File: src/rtl/core/cfv_pkg.sv
// ----------------------------------------------------------------------------
// cfv_pkg
// Shared types and constants for the car-following vehicle step block.
// ----------------------------------------------------------------------------
package cfv_pkg;

  // Reset values of the configuration registers.
  localparam logic [30:0] RST_MAX_SPEED     = 31'd1087898;
  localparam logic [30:0] RST_MAX_ACCEL     = 31'd94372;
  localparam logic [30:0] RST_MAX_DECEL     = 31'd302121;
  localparam logic [30:0] RST_MIN_GAP       = 31'd262144;
  localparam logic [16:0] RST_TIME_STEP     = 17'd1092;
  localparam logic [16:0] RST_SLOW_FACTOR   = 17'd26214;
  localparam logic [15:0] RST_SLOW_DISTANCE = 16'd50;
  localparam logic [15:0] RST_STOP_DISTANCE = 16'd15;

  // Width of the shared divider and of the square root radicand.
  localparam int DIV_W  = 64;
  localparam int SQRT_W = 64;

  // Configuration register indexes.
  typedef enum logic [2:0] {
    REG_MAX_SPEED,
    REG_MAX_ACCEL,
    REG_MAX_DECEL,
    REG_MIN_GAP,
    REG_TIME_STEP,
    REG_SLOW_FACTOR,
    REG_SLOW_DISTANCE,
    REG_STOP_DISTANCE
  } reg_idx_t;

  localparam logic       CMD_LOAD    = 1'b0;
  localparam logic [1:0] COLOR_GREEN = 2'd0;
  localparam logic [1:0] COLOR_RED   = 2'd2;

  // Controller states.
  typedef enum logic [4:0] {
    ST_IDLE, ST_DECODE, ST_DV, ST_BRANCH, ST_ADV_DIV, ST_ADV_WAIT,
    ST_PM1, ST_PM2, ST_PFIN, ST_ACC, ST_SD_DIV, ST_SD_WAIT,
    ST_RMUL, ST_SQRT, ST_SQRT_WAIT, ST_TERM_WAIT, ST_NUM, ST_GAP,
    ST_DELTA_WAIT, ST_R_DIV, ST_R_WAIT, ST_R1, ST_R2, ST_DD, ST_F,
    ST_P1, ST_P2, ST_AP, ST_FINISH
  } state_t;

  // Datapath operations issued by the controller.
  typedef enum logic [5:0] {
    OP_NONE, OP_CAPTURE, OP_LOADST, OP_VMAX, OP_DV, OP_ADV_SQ, OP_ADV_DIV,
    OP_ADV_FIN, OP_SPEED, OP_PM1, OP_PM2, OP_PFIN, OP_ACC_ZERO, OP_SD_MUL,
    OP_SD_DIV, OP_SD_FIN, OP_LEAD, OP_RMUL, OP_SQRT, OP_TERM_CAP,
    OP_TERM_DIV, OP_TERM_FIN, OP_NUM, OP_DELTA_CAP, OP_DELTA_DIV,
    OP_DELTA_FIN, OP_DELTA_ZERO, OP_R_ZERO, OP_R_DIV, OP_R_FIN, OP_R_SQ,
    OP_DD, OP_F, OP_P1, OP_P2, OP_AP, OP_OUT
  } op_t;

  // Status from the datapath back to the controller.
  typedef struct packed {
    logic is_load;
    logic neg_speed;
    logic stop_win;
    logic vmax_zero;
    logic has_leader;
    logic root_zero;
    logic gap_le0;
    logic div_busy;
    logic sqrt_busy;
  } sts_t;

endpackage

File: src/rtl/core/cfv_ctrl.sv
// ----------------------------------------------------------------------------
// cfv_ctrl
// Sequencer for one vehicle step; owns the stream handshakes.
// ----------------------------------------------------------------------------
module cfv_ctrl import cfv_pkg::*; (
  input  logic clk,
  input  logic rst_n,
  input  logic in_tvalid,
  output logic in_tready,
  output logic out_tvalid,
  input  logic out_tready,
  input  sts_t sts,
  output op_t  op
);

  state_t state_r, state_nxt;
  logic   out_valid_r, out_valid_nxt;

  always_ff @(posedge clk) begin
    if (!rst_n) begin
      state_r     <= ST_IDLE;
      out_valid_r <= 1'b0;
    end else begin
      state_r     <= state_nxt;
      out_valid_r <= out_valid_nxt;
    end
  end

  always_comb begin
    state_nxt     = state_r;
    op            = OP_NONE;
    out_valid_nxt = out_valid_r && !out_tready;
    case (state_r)
      ST_IDLE: begin
        if (in_tvalid) begin
          op = OP_CAPTURE; state_nxt = ST_DECODE;
        end
      end
      ST_DECODE: begin
        if (sts.is_load) begin
          op = OP_LOADST; state_nxt = ST_FINISH;
        end else begin
          op = OP_VMAX; state_nxt = ST_DV;
        end
      end
      ST_DV: begin op = OP_DV; state_nxt = ST_BRANCH; end
      ST_BRANCH: begin
        if (sts.neg_speed) begin
          op = OP_ADV_SQ; state_nxt = ST_ADV_DIV;
        end else begin
          op = OP_SPEED; state_nxt = ST_PM1;
        end
      end
      ST_ADV_DIV: begin op = OP_ADV_DIV; state_nxt = ST_ADV_WAIT; end
      ST_ADV_WAIT: begin
        if (!sts.div_busy) begin
          op = OP_ADV_FIN; state_nxt = ST_ACC;
        end
      end
      ST_PM1:  begin op = OP_PM1;  state_nxt = ST_PM2;  end
      ST_PM2:  begin op = OP_PM2;  state_nxt = ST_PFIN; end
      ST_PFIN: begin op = OP_PFIN; state_nxt = ST_ACC;  end
      ST_ACC: begin
        if (sts.stop_win) begin
          if (sts.vmax_zero) begin
            op = OP_ACC_ZERO; state_nxt = ST_FINISH;
          end else begin
            op = OP_SD_MUL; state_nxt = ST_SD_DIV;
          end
        end else if (sts.has_leader) begin
          op = OP_LEAD; state_nxt = ST_RMUL;
        end else begin
          op = OP_DELTA_ZERO; state_nxt = ST_R_DIV;
        end
      end
      ST_SD_DIV: begin op = OP_SD_DIV; state_nxt = ST_SD_WAIT; end
      ST_SD_WAIT: begin
        if (!sts.div_busy) begin
          op = OP_SD_FIN; state_nxt = ST_FINISH;
        end
      end
      ST_RMUL: begin op = OP_RMUL; state_nxt = ST_SQRT; end
      ST_SQRT: begin op = OP_SQRT; state_nxt = ST_SQRT_WAIT; end
      ST_SQRT_WAIT: begin
        if (!sts.sqrt_busy) begin
          if (sts.root_zero) begin
            op = OP_TERM_CAP; state_nxt = ST_NUM;
          end else begin
            op = OP_TERM_DIV; state_nxt = ST_TERM_WAIT;
          end
        end
      end
      ST_TERM_WAIT: begin
        if (!sts.div_busy) begin
          op = OP_TERM_FIN; state_nxt = ST_NUM;
        end
      end
      ST_NUM: begin op = OP_NUM; state_nxt = ST_GAP; end
      ST_GAP: begin
        if (sts.gap_le0) begin
          op = OP_DELTA_CAP; state_nxt = ST_R_DIV;
        end else begin
          op = OP_DELTA_DIV; state_nxt = ST_DELTA_WAIT;
        end
      end
      ST_DELTA_WAIT: begin
        if (!sts.div_busy) begin
          op = OP_DELTA_FIN; state_nxt = ST_R_DIV;
        end
      end
      ST_R_DIV: begin
        if (sts.vmax_zero) begin
          op = OP_R_ZERO; state_nxt = ST_R1;
        end else begin
          op = OP_R_DIV; state_nxt = ST_R_WAIT;
        end
      end
      ST_R_WAIT: begin
        if (!sts.div_busy) begin
          op = OP_R_FIN; state_nxt = ST_R1;
        end
      end
      ST_R1: begin op = OP_R_SQ; state_nxt = ST_R2; end
      ST_R2: begin op = OP_R_SQ; state_nxt = ST_DD; end
      ST_DD: begin op = OP_DD;   state_nxt = ST_F;  end
      ST_F:  begin op = OP_F;    state_nxt = ST_P1; end
      ST_P1: begin op = OP_P1;   state_nxt = ST_P2; end
      ST_P2: begin op = OP_P2;   state_nxt = ST_AP; end
      ST_AP: begin op = OP_AP;   state_nxt = ST_FINISH; end
      ST_FINISH: begin
        // Hold the finished result until the output register is free.
        if (!out_valid_r || out_tready) begin
          op = OP_OUT; out_valid_nxt = 1'b1; state_nxt = ST_IDLE;
        end
      end
      default: state_nxt = ST_IDLE;
    endcase
  end

  assign in_tready  = (state_r == ST_IDLE);
  assign out_tvalid = out_valid_r;

  a_accept_starts: assert property (@(posedge clk) disable iff (!rst_n)
    (in_tvalid && in_tready) |=> (state_r == ST_DECODE))
    else $error("accepted transaction did not start a step");

  a_no_overwrite: assert property (@(posedge clk) disable iff (!rst_n)
    (state_r == ST_FINISH && out_valid_r && !out_tready) |=>
    (state_r == ST_FINISH && out_valid_r))
    else $error("pending result overwritten");

  a_div_free: assert property (@(posedge clk) disable iff (!rst_n)
    (op == OP_ADV_DIV || op == OP_SD_DIV || op == OP_TERM_DIV ||
     op == OP_DELTA_DIV || op == OP_R_DIV) |-> !sts.div_busy)
    else $error("divider started while busy");

  a_sqrt_free: assert property (@(posedge clk) disable iff (!rst_n)
    (op == OP_SQRT) |-> !sts.sqrt_busy)
    else $error("square root started while busy");

endmodule

File: config.mk
export PLATFORM = sky130hd
export DESIGN_NAME = cfv_ctrl
export DESIGN_NICKNAME = d
export VERILOG_FILES = /design/src/rtl/core/cfv_pkg.sv /design/src/rtl/core/cfv_ctrl.sv
export SDC_FILE = /design/constraint.sdc
export NUM_CORES = 1
export LEC_CHECK = 0
export BUFFER_PORTS_ARGS = -buffer_cell sky130_fd_sc_hd__buf_2
export CORE_ASPECT_RATIO = 0.75
export CORE_MARGIN = 5
export CORE_UTILIZATION = 40
export CTS_BUF_LIST = sky130_fd_sc_hd__clkbuf_8
export DETAILED_ROUTE_END_ITERATION = 10
export PLACE_DENSITY = 0.72
export SLEW_MARGIN = 20
export SYNTH_ARGS = -nofsm -noshare
export SYNTH_HDL_FRONTEND = slang
export SYNTH_SLANG_ARGS = --single-unit
File: constraint.sdc
create_clock -name clk -period 3.67 [get_ports clk]
set_input_delay 0.367 -clock clk [delete_from_list [all_inputs] [get_ports clk]]
set_output_delay 0.367 -clock clk [all_outputs]
set_load 0.005 [all_outputs]
==> qor.txt <==
CTS tree -> yes
initial antenna violation count -> 0
CP endpoint -> op[0]
share of layout cells above drive strength 1 -> 18.4%
final period utilization -> 75.6%
core area -> 2980 um^2
measured slew at the worst slew-check pin -> 0.963 ns
Post-synth EDFFs -> 0
GRT Total Usage -> 18.7%
final wirelength -> 3940 um
Slowest cell on crit path -> dfxtp_1
register bit total from synthesis -> 6
RSZ-0062 raised after global routing -> false
CTS resizes -> 0
ys flop type -> dfxtp_1
final net count -> 211
WS Path Type -> reg2out
hpwl dp -> 2950 um
syn_nets -> 201
power density over the cells -> 665 nW/um^2
max incr delay on CP -> 0.94 ns
DIE AREA -> 4370 um^2
global-route wire length before repair -> 6410 um
drt drc -> 0
Worst setup SP type -> flip-flop
critical path fanouts, max -> 28
CTS max path bufs -> 2
CP bufs+invs -> 2
Synth area leader -> dfxtp_1
starting DRC count in detailed routing -> 167
top cell type's share of synthesized area -> 9.56%
mapped cell area -> 1260 um^2
Area Overhead vs Synth -> 8.37%
Worst EP arrival -> 2.41 ns
worst vdd ir -> 0.000418 V
hold crit path type -> in2reg
die width -> 74.7 um
sequential fraction of the synthesis area -> 9.56%
Synth cell types -> 59
Ant. Diodes -> 0
WP data required -> 3.30 ns
vias in the first global route -> 1,263
via count -> 1,512
Critical R2R Launch -> state_r[1]
clk slew on worst S/H paths -> 0.03 ns
post-route core utilization -> 45.7%
GP Congestion -> 0.933
Pleak -> 0.516 nW
final worst path period need -> 2.77 ns
Die Height -> 58.5 um
worst skew pair latency -> 0.22 ns
CP startpoint -> state_r[1]
Slew headroom -> 35.7%
Top delay family on crit path -> flip-flops
drt pass-1 iters -> 5
antenna-violating nets left -> 0
status -> finished clean
Hold Vio Cnt, Final -> 0
H-tree levels -> 1
total clock sinks -> 6
Synth Area per Inst -> 6.68 um^2
CTS Root Cell -> clkbuf_8
row count -> 17
Post-CTS Repair Setup Buffers -> 0
Initial Util -> 42.2%
Final Max Slew Viols -> 0
global route overflow -> 0
multi-input logic area -> 988 um^2
Syn. warnings -> 0
FF-to-FF End -> state_r[0]
setup_tns -> 0 ns
fill cell count -> 313
commonest cells in the netlist -> nor2_1, a21oi_1, nand2_1, o21ai_0
most frequent cell after synthesis -> nor2_1
TritonCTS Buffers -> 3
Mapped Cells -> 188
crit path capture type -> primary output
Clock Skews -> 0.000768 ns
wire per inst -> 16.8 um
Port-buffer cells -> 20
top post-synthesis cells by area -> dfxtp_1, a21oi_1, o21ai_0, nor2_1, a31oi_1
R2R Setup Slk -> 1.37 ns
critical path, cell by cell -> inv_2 -> nor4b_1 -> a32oi_1 -> o211ai_1 -> a211o_1 -> buf_2
Achievable Freq -> 361 MHz
routed vias/inst -> 6.46
FF-to-FF path depth -> 6
Ports -> 21
critical path depth -> 6
FF/Latch Area -> 120 um^2
# setup viols final -> 0
# hold bufs at CTS -> 0
largest net degree at the start of global routing -> 29
Max Cap Viol -> 0
Async S/R FF share, synth -> 0%
## where the power goes
group          internal [mW]  switching [mW]  leakage (nW)
logic                  0.280           0.372         0.445
clock network         0.0701          0.0247        0.0216
registers             0.0841          0.0733        0.0494
## worst min-delay path by stage
stage	startpoint	slack (ns)	endpoint	depth (start not counted)
floorplan	rst_n	0.50	state_r[3]	1
global placement	out_tvalid	0.59	out_tvalid	2
detailed placement	out_tvalid	0.56	out_tvalid	2
CTS	rst_n	0.43	state_r[3]	2
global route	rst_n	0.44	state_r[3]	2
finish	rst_n	0.43	state_r[3]	2
## layout make-up
type / instances / share of cell area, %
timing repair buffer: 25 / 10.1
tap: 38 / 3.49
inverter: 7 / 1.93
clock buffer: 3 / 3.03
multi-input combinational: 155 / 72.6
sequential: 6 / 8.82
## state kept, by name (all words and copies together), names as in the netlist
name / cells
out_tvalid: 1
state_r: 5
## cell usage in the layout, fill, tap and decap left out, drive strengths merged, types with 3 or more instances in the layout
cell type	instances
nor4	3
buf	25
nor3	7
nand2b	7
nand2	14
nor2	18
inv	7
clkbuf	3
a31oi	10
nand3	4
xor2	3
a32oi	3
o21ai	15
nor4b	4
dfxtp	6
nor2b	6
nand3b	3
a21oi	15
## worst register-to-register path: cells and delay by family, from the launching register on
family,cells,cell delay (ns)
buffers and inverters,1,0.32
AOI/OAI and AO/OA,3,0.42
DFF,1,0.94
and+or+nand+nor,2,0.49
## metrics by stage
step                area [um^2]  worst slack (ns)  hold slack, ns  cells  total power, mW
finish                     1360             0.897           0.435    234            0.905
global route               1360             0.705           0.441    234            0.988
CTS                        1360             0.920           0.432    234            0.896
detailed placement         1320              1.15           0.563    231            0.796
global placement           1320              1.18           0.585    231            0.799
floorplan                  1260              1.90           0.500    188            0.654
## cell families (layout without fill, tap and decap cells)
| group | count (synthesis) | in the layout | synth area share, % |
|---|---|---|---|
| compound gates | 70 | 70 | 38.1 |
| xor+xnor | 5 | 5 | 3.49 |
| buf+inv | 27 | 35 | 11.8 |
| flops | 6 | 6 | 9.56 |
| mux | 2 | 2 | 1.79 |
| simple gates | 78 | 78 | 35.3 |
## layer usage
layer / GRT usage [%] / wire length (um)
met2: 22.5 / 1590
met5: 0 / 0
met1: 31.7 / 1780
met4: 2.03 / 27
met3: 5.46 / 544
Note: power is estimated with default switching activity, not from simulation.
